**src/rtl/tfd_pkg.sv**
```systemverilog
// types, constants and register indexes shared by the target-follow drive controller
// no dependencies; compiled before the interfaces and modules
`default_nettype none

package tfd_pkg;

  localparam int unsigned CFG_IDX_W  = 4;
  localparam int unsigned CFG_DATA_W = 16;

  localparam logic signed [7:0] MIN_RSSI_DBM = -8'sd90;
  localparam logic [15:0]       NEAR_STOP_CM = 16'd50;

  localparam logic [15:0] RST_START_DISTANCE_CM  = 16'd100;
  localparam logic [7:0]  RST_DISTANCE_GAIN      = 8'd4;
  localparam logic [9:0]  RST_MAX_SPEED          = 10'd600;
  localparam logic [7:0]  RST_ANGLE_DEADBAND_DEG = 8'd10;
  localparam logic [7:0]  RST_TURN_GAIN          = 8'd5;
  localparam logic [9:0]  RST_MAX_TURN           = 10'd300;
  localparam logic [9:0]  RST_SPEED_STEP         = 10'd50;
  localparam logic [15:0] RST_LOST_TIMEOUT_MS    = 16'd1000;

  typedef enum logic [CFG_IDX_W-1:0] {
    REG_START_DISTANCE_CM  = 4'd0,
    REG_DISTANCE_GAIN      = 4'd1,
    REG_MAX_SPEED          = 4'd2,
    REG_ANGLE_DEADBAND_DEG = 4'd3,
    REG_TURN_GAIN          = 4'd4,
    REG_MAX_TURN           = 4'd5,
    REG_SPEED_STEP         = 4'd6,
    REG_LOST_TIMEOUT_MS    = 4'd7
  } reg_idx_t;

  typedef enum logic [2:0] {
    ST_NO_TARGET = 3'd0,
    ST_TIMEOUT   = 3'd1,
    ST_WEAK      = 3'd2,
    ST_TOO_CLOSE = 3'd3,
    ST_HOLD      = 3'd4,
    ST_TRACK     = 3'd5
  } follow_status_t;

  typedef struct packed {
    logic [15:0] start_distance_cm;
    logic [7:0]  distance_gain;
    logic [9:0]  max_speed;
    logic [7:0]  angle_deadband_deg;
    logic [7:0]  turn_gain;
    logic [9:0]  max_turn;
    logic [9:0]  speed_step;
    logic [15:0] lost_timeout_ms;
  } cfg_regs_t;

  typedef struct packed {
    logic              mode_active;
    logic              target_valid;
    logic [15:0]       age_ms;
    logic signed [7:0] signal_level;
    logic [15:0]       range_cm;
    logic signed [8:0] bearing;
  } tick_t;

  // left/right are also the next wheel state (zero on stop and when inactive)
  typedef struct packed {
    logic               emit;
    logic               stop_cmd;
    logic signed [10:0] left_speed;
    logic signed [10:0] right_speed;
    follow_status_t     follow_status;
  } drive_res_t;

endpackage

`default_nettype wire

```
**src/rtl/tfd_tick_if.sv**
```systemverilog
// tick item channel: follow-mode flag and latest ranging report
// depends on nothing
`default_nettype none

interface tfd_tick_if;
  logic              valid;
  logic              ready;
  logic              mode_active;
  logic              target_valid;
  logic [15:0]       age_ms;
  logic signed [7:0] signal_level;
  logic [15:0]       range_cm;
  logic signed [8:0] bearing;

  modport source (
    output valid, mode_active, target_valid, age_ms, signal_level, range_cm, bearing,
    input  ready
  );
  modport sink (
    input  valid, mode_active, target_valid, age_ms, signal_level, range_cm, bearing,
    output ready
  );
endinterface

`default_nettype wire

```
**src/rtl/tfd_cmd_if.sv**
```systemverilog
// drive command result channel
// depends on nothing
`default_nettype none

interface tfd_cmd_if;
  logic               valid;
  logic               ready;
  logic               stop_cmd;
  logic signed [10:0] left_speed;
  logic signed [10:0] right_speed;
  logic [2:0]         follow_status;

  modport source (
    output valid, stop_cmd, left_speed, right_speed, follow_status,
    input  ready
  );
  modport sink (
    input  valid, stop_cmd, left_speed, right_speed, follow_status,
    output ready
  );
endinterface

`default_nettype wire

```
**src/rtl/tfd_cfg_if.sv**
```systemverilog
// configuration write channel: register index and write data
// uses tfd_pkg for field widths
`default_nettype none

interface tfd_cfg_if;
  logic                             valid;
  logic                             ready;
  logic [tfd_pkg::CFG_IDX_W-1:0]    index;
  logic [tfd_pkg::CFG_DATA_W-1:0]   data;

  modport source (output valid, index, data, input ready);
  modport sink   (input valid, index, data, output ready);
endinterface

`default_nettype wire

```
**src/rtl/tfd_cfg.sv**
```systemverilog
// configuration register file of the drive controller
// uses tfd_pkg and tfd_cfg_if
`default_nettype none

module tfd_cfg (
  input  wire logic          clk,
  input  wire logic          rst,
  tfd_cfg_if.sink            wr,
  output tfd_pkg::cfg_regs_t regs
);

  assign wr.ready = 1'b1;

  always_ff @(posedge clk) begin
    if (rst) begin
      regs.start_distance_cm  <= tfd_pkg::RST_START_DISTANCE_CM;
      regs.distance_gain      <= tfd_pkg::RST_DISTANCE_GAIN;
      regs.max_speed          <= tfd_pkg::RST_MAX_SPEED;
      regs.angle_deadband_deg <= tfd_pkg::RST_ANGLE_DEADBAND_DEG;
      regs.turn_gain          <= tfd_pkg::RST_TURN_GAIN;
      regs.max_turn           <= tfd_pkg::RST_MAX_TURN;
      regs.speed_step         <= tfd_pkg::RST_SPEED_STEP;
      regs.lost_timeout_ms    <= tfd_pkg::RST_LOST_TIMEOUT_MS;
    end else if (wr.valid) begin
      unique case (wr.index)
        tfd_pkg::REG_START_DISTANCE_CM:  regs.start_distance_cm  <= wr.data;
        tfd_pkg::REG_DISTANCE_GAIN:      regs.distance_gain      <= wr.data[7:0];
        tfd_pkg::REG_MAX_SPEED:          regs.max_speed          <= wr.data[9:0];
        tfd_pkg::REG_ANGLE_DEADBAND_DEG: regs.angle_deadband_deg <= wr.data[7:0];
        tfd_pkg::REG_TURN_GAIN:          regs.turn_gain          <= wr.data[7:0];
        tfd_pkg::REG_MAX_TURN:           regs.max_turn           <= wr.data[9:0];
        tfd_pkg::REG_SPEED_STEP:         regs.speed_step         <= wr.data[9:0];
        tfd_pkg::REG_LOST_TIMEOUT_MS:    regs.lost_timeout_ms    <= wr.data;
        default: begin
          // index beyond the register list: ignored
        end
      endcase
    end
  end

endmodule

`default_nettype wire

```
**src/rtl/tfd_calc.sv**
```systemverilog
// drive law of one tick: report checks, base and turn terms, clamping and slew
// uses tfd_pkg; purely combinational
`default_nettype none

module tfd_calc (
  input  wire tfd_pkg::tick_t     tick,
  input  wire tfd_pkg::cfg_regs_t regs,
  input  wire logic signed [10:0] left_now,
  input  wire logic signed [10:0] right_now,
  output tfd_pkg::drive_res_t   res
);

  logic [15:0]        dist_diff;
  logic [23:0]        speed_prod;
  logic [9:0]         base;
  logic [8:0]         ang_mag;
  logic signed [17:0] turn_prod;
  logic signed [17:0] turn_lim;
  logic signed [10:0] turn;
  logic signed [11:0] sum_l;
  logic signed [11:0] sum_r;
  logic signed [11:0] spd_lim;
  logic signed [11:0] tgt_l;
  logic signed [11:0] tgt_r;
  logic signed [12:0] step;
  logic signed [12:0] d_l;
  logic signed [12:0] d_r;
  logic signed [12:0] new_l;
  logic signed [12:0] new_r;
  logic               hold;

  // base speed from distance beyond the start distance
  assign dist_diff  = tick.range_cm - regs.start_distance_cm;
  assign speed_prod = dist_diff * regs.distance_gain;

  always_comb begin
    if (tick.range_cm <= regs.start_distance_cm) begin
      base = '0;
    end else if (speed_prod > {14'd0, regs.max_speed}) begin
      base = regs.max_speed;
    end else begin
      base = speed_prod[9:0];
    end
  end

  // turn term from bearing outside the deadband
  assign ang_mag   = tick.bearing[8] ? 9'(-tick.bearing) : tick.bearing;
  assign turn_prod = $signed(tick.bearing) * $signed({1'b0, regs.turn_gain});
  assign turn_lim  = $signed({8'd0, regs.max_turn});

  always_comb begin
    if (ang_mag <= {1'b0, regs.angle_deadband_deg}) begin
      turn = '0;
    end else if (turn_prod > turn_lim) begin
      turn = 11'(turn_lim);
    end else if (turn_prod < -turn_lim) begin
      turn = 11'(-turn_lim);
    end else begin
      turn = 11'(turn_prod);
    end
  end

  assign hold    = (base == '0) && (turn == '0);
  assign sum_l   = $signed({2'b00, base}) + 12'(turn);
  assign sum_r   = $signed({2'b00, base}) - 12'(turn);
  assign spd_lim = $signed({2'b00, regs.max_speed});

  always_comb begin
    if (sum_l > spd_lim) begin
      tgt_l = spd_lim;
    end else if (sum_l < -spd_lim) begin
      tgt_l = -spd_lim;
    end else begin
      tgt_l = sum_l;
    end
    if (sum_r > spd_lim) begin
      tgt_r = spd_lim;
    end else if (sum_r < -spd_lim) begin
      tgt_r = -spd_lim;
    end else begin
      tgt_r = sum_r;
    end
  end

  // slew limit against the current wheel speeds
  assign step = $signed({3'b000, regs.speed_step});
  assign d_l  = 13'(tgt_l) - 13'(left_now);
  assign d_r  = 13'(tgt_r) - 13'(right_now);

  always_comb begin
    if (d_l > step) begin
      new_l = 13'(left_now) + step;
    end else if (d_l < -step) begin
      new_l = 13'(left_now) - step;
    end else begin
      new_l = 13'(tgt_l);
    end
    if (d_r > step) begin
      new_r = 13'(right_now) + step;
    end else if (d_r < -step) begin
      new_r = 13'(right_now) - step;
    end else begin
      new_r = 13'(tgt_r);
    end
  end

  always_comb begin
    res.emit          = tick.mode_active;
    res.stop_cmd      = 1'b1;
    res.left_speed    = '0;
    res.right_speed   = '0;
    res.follow_status = tfd_pkg::ST_HOLD;
    if (!tick.target_valid) begin
      res.follow_status = tfd_pkg::ST_NO_TARGET;
    end else if (tick.age_ms > regs.lost_timeout_ms) begin
      res.follow_status = tfd_pkg::ST_TIMEOUT;
    end else if (tick.signal_level < tfd_pkg::MIN_RSSI_DBM) begin
      res.follow_status = tfd_pkg::ST_WEAK;
    end else if (tick.range_cm < tfd_pkg::NEAR_STOP_CM) begin
      res.follow_status = tfd_pkg::ST_TOO_CLOSE;
    end else if (hold) begin
      res.follow_status = tfd_pkg::ST_HOLD;
    end else begin
      res.stop_cmd      = 1'b0;
      res.left_speed    = 11'(new_l);
      res.right_speed   = 11'(new_r);
      res.follow_status = tfd_pkg::ST_TRACK;
    end
    // inactive tick: wheels cleared, nothing emitted
    if (!tick.mode_active) begin
      res.stop_cmd    = 1'b1;
      res.left_speed  = '0;
      res.right_speed = '0;
    end
  end

endmodule

`default_nettype wire

```
**src/rtl/target_follow_drive_controller_top.sv**
```systemverilog
// a tick accepted into the tick register has its command in the result register
// once it advances; one tick accepted per cycle, sustained, while the output is free
// the rate is set by the single compute stage between tick and result registers,
// which also updates the wheel speed state; inactive ticks pass even when the output stalls
// reset: registers to their defaults, wheel speeds to zero, tick and result stages empty
// top level of the target-follow drive controller; uses tfd_pkg, the interfaces,
// tfd_cfg and tfd_calc
`default_nettype none

module target_follow_drive_controller_top (
  input  wire logic clk,
  input  wire logic rst,
  tfd_tick_if.sink  tick,
  tfd_cmd_if.source cmd,
  tfd_cfg_if.sink   cfg
);

  tfd_pkg::cfg_regs_t  regs;
  tfd_pkg::tick_t      tick_q;
  tfd_pkg::drive_res_t res;
  logic                tick_vld;
  logic                cmd_vld;
  logic signed [10:0]  left_now;
  logic signed [10:0]  right_now;
  logic                out_free;
  logic                adv;

  tfd_cfg u_cfg (
    .clk  (clk),
    .rst  (rst),
    .wr   (cfg),
    .regs (regs)
  );

  tfd_calc u_calc (
    .tick      (tick_q),
    .regs      (regs),
    .left_now  (left_now),
    .right_now (right_now),
    .res       (res)
  );

  assign out_free   = !cmd_vld || cmd.ready;
  // an inactive tick produces no item, so it need not wait for the output
  assign adv        = tick_vld && (!tick_q.mode_active || out_free);
  assign tick.ready = !tick_vld || adv;
  assign cmd.valid  = cmd_vld;

  always_ff @(posedge clk) begin
    if (rst) begin
      tick_vld <= 1'b0;
    end else if (tick.ready) begin
      tick_vld <= tick.valid;
    end
  end

  always_ff @(posedge clk) begin
    if (tick.valid && tick.ready) begin
      tick_q.mode_active  <= tick.mode_active;
      tick_q.target_valid <= tick.target_valid;
      tick_q.age_ms       <= tick.age_ms;
      tick_q.signal_level <= tick.signal_level;
      tick_q.range_cm     <= tick.range_cm;
      tick_q.bearing      <= tick.bearing;
    end
  end

  always_ff @(posedge clk) begin
    if (rst) begin
      left_now  <= '0;
      right_now <= '0;
    end else if (adv) begin
      left_now  <= res.left_speed;
      right_now <= res.right_speed;
    end
  end

  always_ff @(posedge clk) begin
    if (rst) begin
      cmd_vld <= 1'b0;
    end else if (adv && res.emit) begin
      cmd_vld <= 1'b1;
    end else if (cmd.ready) begin
      cmd_vld <= 1'b0;
    end
  end

  always_ff @(posedge clk) begin
    if (adv && res.emit) begin
      cmd.stop_cmd      <= res.stop_cmd;
      cmd.left_speed    <= res.left_speed;
      cmd.right_speed   <= res.right_speed;
      cmd.follow_status <= res.follow_status;
    end
  end

`ifndef SYNTHESIS
  logic signed [11:0] left_delta;
  logic signed [11:0] right_delta;
  logic signed [11:0] step_lim;

  assign left_delta  = 12'(res.left_speed) - 12'(left_now);
  assign right_delta = 12'(res.right_speed) - 12'(right_now);
  assign step_lim    = $signed({2'b00, regs.speed_step});

  a_stop_zero: assert property (@(posedge clk) disable iff (rst)
    cmd.valid && cmd.stop_cmd |-> (cmd.left_speed == '0) && (cmd.right_speed == '0))
    else $error("stop command with non-zero wheel speed");

  a_inactive_clears: assert property (@(posedge clk) disable iff (rst)
    adv && !tick_q.mode_active |=> (left_now == '0) && (right_now == '0))
    else $error("inactive tick left wheel state set");

  a_slew_bound: assert property (@(posedge clk) disable iff (rst)
    adv && tick_q.mode_active && !res.stop_cmd |->
      (left_delta <= step_lim) && (left_delta >= -step_lim) &&
      (right_delta <= step_lim) && (right_delta >= -step_lim))
    else $error("wheel speed change beyond speed step");

  a_empty_ready: assert property (@(posedge clk) disable iff (rst)
    !tick_vld |-> tick.ready)
    else $error("tick stage empty but not ready");
`endif

endmodule

`default_nettype wire
```
**src/flat_wrapper.sv**
```systemverilog
// flat-port wrapper written by rule: the top's interface ports become plain ports
module target_follow_drive_controller_top_flat 
  (clk, rst, tick_valid, tick_mode_active, tick_target_valid, tick_age_ms, tick_signal_level, tick_range_cm, tick_bearing, tick_ready, cmd_valid, cmd_stop_cmd, cmd_left_speed, cmd_right_speed, cmd_follow_status, cmd_ready, cfg_valid, cfg_index, cfg_data, cfg_ready);
  tfd_tick_if tick_i ();
  tfd_cmd_if cmd_i ();
  tfd_cfg_if cfg_i ();
  input  wire logic clk;
  input  wire logic rst;
  input wire logic [$bits(tick_i.valid)-1:0] tick_valid;
  input wire logic [$bits(tick_i.mode_active)-1:0] tick_mode_active;
  input wire logic [$bits(tick_i.target_valid)-1:0] tick_target_valid;
  input wire logic [$bits(tick_i.age_ms)-1:0] tick_age_ms;
  input wire logic [$bits(tick_i.signal_level)-1:0] tick_signal_level;
  input wire logic [$bits(tick_i.range_cm)-1:0] tick_range_cm;
  input wire logic [$bits(tick_i.bearing)-1:0] tick_bearing;
  output wire logic [$bits(tick_i.ready)-1:0] tick_ready;
  output wire logic [$bits(cmd_i.valid)-1:0] cmd_valid;
  output wire logic [$bits(cmd_i.stop_cmd)-1:0] cmd_stop_cmd;
  output wire logic [$bits(cmd_i.left_speed)-1:0] cmd_left_speed;
  output wire logic [$bits(cmd_i.right_speed)-1:0] cmd_right_speed;
  output wire logic [$bits(cmd_i.follow_status)-1:0] cmd_follow_status;
  input wire logic [$bits(cmd_i.ready)-1:0] cmd_ready;
  input wire logic [$bits(cfg_i.valid)-1:0] cfg_valid;
  input wire logic [$bits(cfg_i.index)-1:0] cfg_index;
  input wire logic [$bits(cfg_i.data)-1:0] cfg_data;
  output wire logic [$bits(cfg_i.ready)-1:0] cfg_ready;
  assign tick_i.valid = tick_valid;
  assign tick_i.mode_active = tick_mode_active;
  assign tick_i.target_valid = tick_target_valid;
  assign tick_i.age_ms = tick_age_ms;
  assign tick_i.signal_level = tick_signal_level;
  assign tick_i.range_cm = tick_range_cm;
  assign tick_i.bearing = tick_bearing;
  assign tick_ready = tick_i.ready;
  assign cmd_valid = cmd_i.valid;
  assign cmd_stop_cmd = cmd_i.stop_cmd;
  assign cmd_left_speed = cmd_i.left_speed;
  assign cmd_right_speed = cmd_i.right_speed;
  assign cmd_follow_status = cmd_i.follow_status;
  assign cmd_i.ready = cmd_ready;
  assign cfg_i.valid = cfg_valid;
  assign cfg_i.index = cfg_index;
  assign cfg_i.data = cfg_data;
  assign cfg_ready = cfg_i.ready;
  target_follow_drive_controller_top u_core (.clk(clk), .rst(rst), .tick(tick_i), .cmd(cmd_i), .cfg(cfg_i));
endmodule
```
**config.mk**
```make
export PLATFORM = sky130hd
export DESIGN_NAME = target_follow_drive_controller_top_flat
export DESIGN_NICKNAME = d
export VERILOG_FILES = /design/src/rtl/tfd_pkg.sv /design/src/rtl/tfd_tick_if.sv /design/src/rtl/tfd_cmd_if.sv /design/src/rtl/tfd_cfg_if.sv /design/src/rtl/tfd_cfg.sv /design/src/rtl/tfd_calc.sv /design/src/rtl/target_follow_drive_controller_top.sv /design/src/flat_wrapper.sv
export SDC_FILE = /design/constraint.sdc
export NUM_CORES = 1
export LEC_CHECK = 0
export BUFFER_PORTS_ARGS = -buffer_cell sky130_fd_sc_hd__buf_4
export CAP_MARGIN = 20
export CORE_ASPECT_RATIO = 0.5
export CORE_MARGIN = 4
export CORE_UTILIZATION = 50
export DETAILED_ROUTE_END_ITERATION = 8
export PLACE_DENSITY = 0.69
export SYNTH_ARGS = -nofsm -noshare
export SYNTH_HDL_FRONTEND = slang
export SYNTH_SLANG_ARGS = --single-unit
export TNS_END_PERCENT = 20
```
**constraint.sdc**
```tcl
create_clock -name clk -period 14.3 [get_ports clk]
set_input_delay 0.715 -clock clk [delete_from_list [all_inputs] [get_ports clk]]
set_output_delay 0.715 -clock clk [all_outputs]
set_load 0.05 [all_outputs]
```
# [Word level (Yosys, flattened, before mapping)]
# Cells that the tools add are included.
[totals] reg_bits=187 input_bits=76 output_inout_bits=29
[classes] add_sub_neg=13 n_mul=2 order_cmp=16 eq_ne=7 muxes=26 n_bitwise=2 n_reduce_logical=25
[op_table] operator="two-way mux 22 bit" count=5
[op_table] operator="two-way mux 11 bit" count=7
[op_table] operator="two-way mux 12 bit" count=4
[op_table] operator="> comparator 13 x 11 -> 1 bit" count=2
[op_table] operator="< comparator 13 bit" count=2
[op_table] operator="subtractor 12 x 11 -> 13 bit" count=2
[op_table] operator="> comparator 12 x 11 -> 1 bit" count=2
[op_table] operator="> comparator 24 x 10 -> 1 bit" count=1
[op_table] operator="< comparator 12 bit" count=2
[op_table] operator="multiplier 16 x 8 -> 24 bit" count=1
[op_table] operator="two-way mux 23 bit" count=1
[op_table] operator="adder 11 bit" count=2
[op_table] operator="subtractor 11 bit" count=2
[op_table] operator="two-way mux 10 bit" count=2
[op_table] operator="> comparator 18 x 11 -> 1 bit" count=1
[op_table] operator="< comparator 18 bit" count=1
[op_table] operator="multiplier 9 x 9 -> 18 bit" count=1
[op_table] operator="negator 10 -> 18 bit" count=1
[op_table] operator="equality test 4 x 3 -> 1 bit (second input constant)" count=4
[op_table] operator="> comparator 16 bit" count=1
[op_table] operator="<= comparator 16 bit" count=1
[op_table] operator="< comparator 16 x 6 -> 1 bit (second input constant)" count=1
[op_table] operator="AND reduction 2 bit" count=8
[op_table] operator="subtractor 16 bit" count=1
[op_table] operator="23 further kinds" count=36

# [Depth between registers and ports, before layout]
[logic_depth] depth_word=19 ltp_mapped=78 ltp_nobuf=76

# [Hierarchy]
# A second synthesis with hierarchy kept.
[unflattened] hier_cells=2886 area_unflattened_um2=24398.4
[by_module_without_submodules] mod="tfd_calc" n_inst=1 cells_per_inst=2341 area_each_um2=17513.0 seq_area_each_um2=0.0
[by_module_without_submodules] mod="target_follow_drive_controller_top" n_inst=1 cells_per_inst=189 area_each_um2=3467.1 seq_area_each_um2=2792.7
[by_module_without_submodules] mod="tfd_cfg" n_inst=1 cells_per_inst=356 area_each_um2=3418.3 seq_area_each_um2=1721.7

# [Worst setup path after synthesis]
# OpenSTA, ideal clock, no wires.
[synth_timing] path_kind="register to register" startpoint="register u_core.tick_q[10] (netlist name)" endpoint="register u_core.cmd.left_speed[4] (data pin)" setup_time_ns=0.254 arrival_time_ns=14.653 t_required_ns=14.046 path_slack_ns=-0.607 stages_incl_launch_ff=70 path_buffers=5 period_less_slack_ns=14.907 path_cell_list="edfxtp_1 ha_1 nor2b_1 o21ai_0 a21boi_0 o21ai_0 a21boi_0 o21a_1 nor2_1 a2bb2oi_1 a211o_1 o21ai_1 nor3_1 and2_1 fa_1 fa_1 fa_1 inv_1 [34 not listed] o211ai_1 o21ai_0 ha_1 or4_1 nor2_1 a32oi_1 and4b_1 or3_1 ha_1 nor2_1 nor2_1 a21oi_1 a31o_2 nor2_1 nand2b_1 o221ai_1 a21oi_1 nor2b_1"
[synth_rtl] element="from (decl)" line_no="target_follow_drive_controller_top.sv:19" rtl="tfd_pkg::tick_t tick_q;"
[synth_rtl] element="to (decl)" line_no="tfd_cmd_if.sv:14" rtl="output valid, stop_cmd, left_speed, right_speed, follow_status,"

==> flow_summary.json <==
{
  "status": "complete, but fails checks",
  "violations": "setup timing",
  "synth_edf_count": 76,
  "crit_type": "reg -> reg",
  "powerDensity_nw_per_um2": 267,
  "setup_viol": 22,
  "start_util_pct": 50.7,
  "firstDrtPassIters": 8,
  "ys_ff_latch": 186,
  "antenna_found_initial": 0,
  "synth_seq_area_share_pct": 18.8,
  "ys_warn_count": 0,
  "io_pins": 105,
  "dieHeight_microns": 162,
  "use_met2_pct": 46.9,
  "layout-drive-gt1-share_pct": 25.6,
  "drv_cap": 0,
  "synth_fp_nets": 3407,
  "holdWs_ns": 0.410,
  "tightest_slew_ns": 1.22,
  "hold_depth": 1,
  "postSynthAreaPerCell_sq_um": 8.36,
  "required_ns": 14.63,
  "multi_input_area_sq_um": 19000,
  "path_clk_slew_ns": 0.09,
  "die_w_microns": 317,
  "place.gp.congestion": 1.04,
  "diodes": 0,
  "n_fill_cell": 3861,
  "final_nets": 3866,
  "clock_skew_ns": 0.0167,
  "track_usage_pct": 28.1,
  "start_kind": "register",
  "worstSetupEndpointType": "register",
  "cts_tree": "built",
  "slew_viol_final": 0,
  "crit_path_frequent_cell": "o21a_1",
  "grt_remaining_overflow": 0,
  "final_common_cell": "buf_4",
  "syn_inst": 2848,
  "grt_busiest_layer": "met2",
  "vias": 22700,
  "design.core.area_sq_um": 46900,
  "grt_max_degree": 60,
  "die_area_sq_um": 51400,
  "worstPathArrival_ns": 14.82,
  "cts_made_buffers": 17,
  "clock-sinks": 186,
  "insertion_delay_ns": 0.47,
  "netlist_area_sq_um": 23800,
  "drc": 0,
  "vdd_drop_max_uv": 325,
  "hold_viol_final": 0,
  "vias_per_cell": 5.75,
  "syn2layout_area_growth_pct": 27.9,
  "min_period_over_period_pct": 101,
  "root_buffer": "clkbuf_16",
  "timing.fmax_ghz": 0.0690,
  "p_leak_nw": 14.3,
  "core.rowCount": 56,
  "port_buffers": 102,
  "hold_path.class": "in -> reg",
  "ys_types": 96,
  "cp_max_fo": 7,
  "final_cell_mix": "buf_4 (511), inv_1 (357), ha_1 (300), nand2_1 (227), nor2_1 (209)",
  "ys_async_sr_fraction_pct": 0,
  "met3_usage_pct": 4.49,
  "first_global_vias": 22000,
  "clockBufferDepth": 2,
  "dp_hpwl_microns": 57600,
  "cts_max_level": 4,
  "max_stage_delay_ns": 0.52,
  "rsz0062_at_grt": "yes",
  "routed_wl_microns": 74300,
  "grt_pass1_wl_microns": 115000,
  "route.detailed.wl_per_inst_microns": 18.8,
  "slew_headroom_pct": 18.0,
  "finalSetupTns_ns": -2.26,
  "worst_slack_ns": -0.189,
  "gr-usage-met1_pct": 37.0,
  "antenna_left": 0,
  "drt_iter0_markers": 2096,
  "ys.flop_type": "dfxtp_1",
  "slowest_stage": "fa_1",
  "timing.final.crit_period_ns": 14.49,
  "rr_worst_depth": 70,
  "regArea_sq_um": 4480
}
-- synthesized netlist by cell type (24+ instances only) --
library cell	count	area share, %
clkbuf_1	83	1.3
o211ai_1	24	0.76
edfxtp_1	76	9.6
nor2b_1	63	1.7
nor3_1	44	0.92
o21ai_0	89	1.9
a21o_1	43	1.4
inv_1	371	5.8
nor2_1	226	3.6
o31ai_1	28	0.88
a21oi_1	188	4.0
nand3_1	46	0.97
xnor2_1	71	2.6
dfxtp_1	110	9.2
nand2_1	235	3.7
and2_1	131	3.4
ha_1	330	17
nand4_1	39	1.0
o21a_1	33	1.0
fa_1	153	13
mux2i_1	50	2.1
a211o_1	37	1.4
nand2b_1	38	1.0
-- area by class of cell --
class,count,share of cell area [%]
timing repair buffer,538,13.7
tap,638,2.62
inverter,372,4.62
sequential,186,14.7
clock buffer,18,1.44
multi-input combinational,2192,62.3
clock inverter,14,0.571
-- report_power, final --
part	internal [mW]	switching, mW
Combinational	3.45	3.57
Sequential	0.580	0.0217
Clock	0.241	0.253
-- cells by family (layout without fill, tap and decap cells) --
family	count (synthesis)	after routing	share of synthesized area, %
buf+inv	470	942	7.60
flops	186	186	18.8
mux	58	58	2.53
compound gates	639	639	18.3
other cells	1	1	0.0157
fa+ha+maj	484	484	30.2
simple gates	918	918	19.1
xor+xnor	92	92	3.38
-- through the flow --
step / util (%) / setup WS, ns / cell area [sq um] / instances / power [mW]
2_1_floorplan: - / 0.0239 / 23800 / 2848 / 3.82
3_3_place_gp: 59.4 / -0.695 / 27900 / 3872 / 6.14
3_5_place_dp: 59.4 / -0.978 / 27900 / 3872 / 6.23
4_1_cts: 62.0 / -0.0421 / 29100 / 3923 / 6.99
5_1_grt: 64.9 / -0.666 / 30400 / 3958 / 8.67
6_report: 64.9 / -0.189 / 30400 / 3958 / 8.12
-- worst max-delay path, delay by kind of cell, from the launching register on --
family          cells  cell delay (ns)
compound gates     33             6.42
fa+ha+maj          10             3.70
simple gates       15             2.09
buf+inv             8             0.88
flops               1             0.45
xor+xnor            2             0.43
mux                 2             0.36
-- path summary, 6_finish.rpt --
check                                      startpoint                       end  slack (ns)
worst min register to register  u_core.u_cfg.regs[81]     u_core.u_cfg.regs[81]        0.46
worst max-delay path                u_core.tick_q[10]  u_core.cmd.left_speed[8]       -0.19
worst min-delay path                tick_range_cm[13]         u_core.tick_q[22]        0.41
worst max register to register      u_core.tick_q[10]  u_core.cmd.left_speed[8]       -0.19
-- registers in the layout (all words and copies together) (netlist names) --
| register | count |
|---|---|
| u_core.left_now | 11 |
| u_core.cmd.right_speed | 11 |
| u_core.cmd.left_speed | 11 |
| u_core.cmd.stop_cmd | 1 |
| u_core.tick_vld | 1 |
| u_core.tick_q | 50 |
| u_core.cmd.follow_status | 3 |
| u_core.right_now | 11 |
| u_core.u_cfg.regs | 86 |
| u_core.cmd.valid | 1 |
-- layer usage --
layer | routed length (microns) | up-vias | share of wire [%]
li1 | - | 10800 | -
met1 | 31400 | 11000 | 42
met2 | 34800 | 812 | 47
met3 | 4960 | 206 | 6.7
met4 | 3200 | 0 | 4.3
met5 | 0 | - | 0
-- timing repair --
item	in CTS	in global routing
buffers inserted	24	40
pin swaps	58	168
setup endpoints to repair	44	44
hold buffers	0	0
resized for setup	105	216
Power figures use the tool's default switching activity.
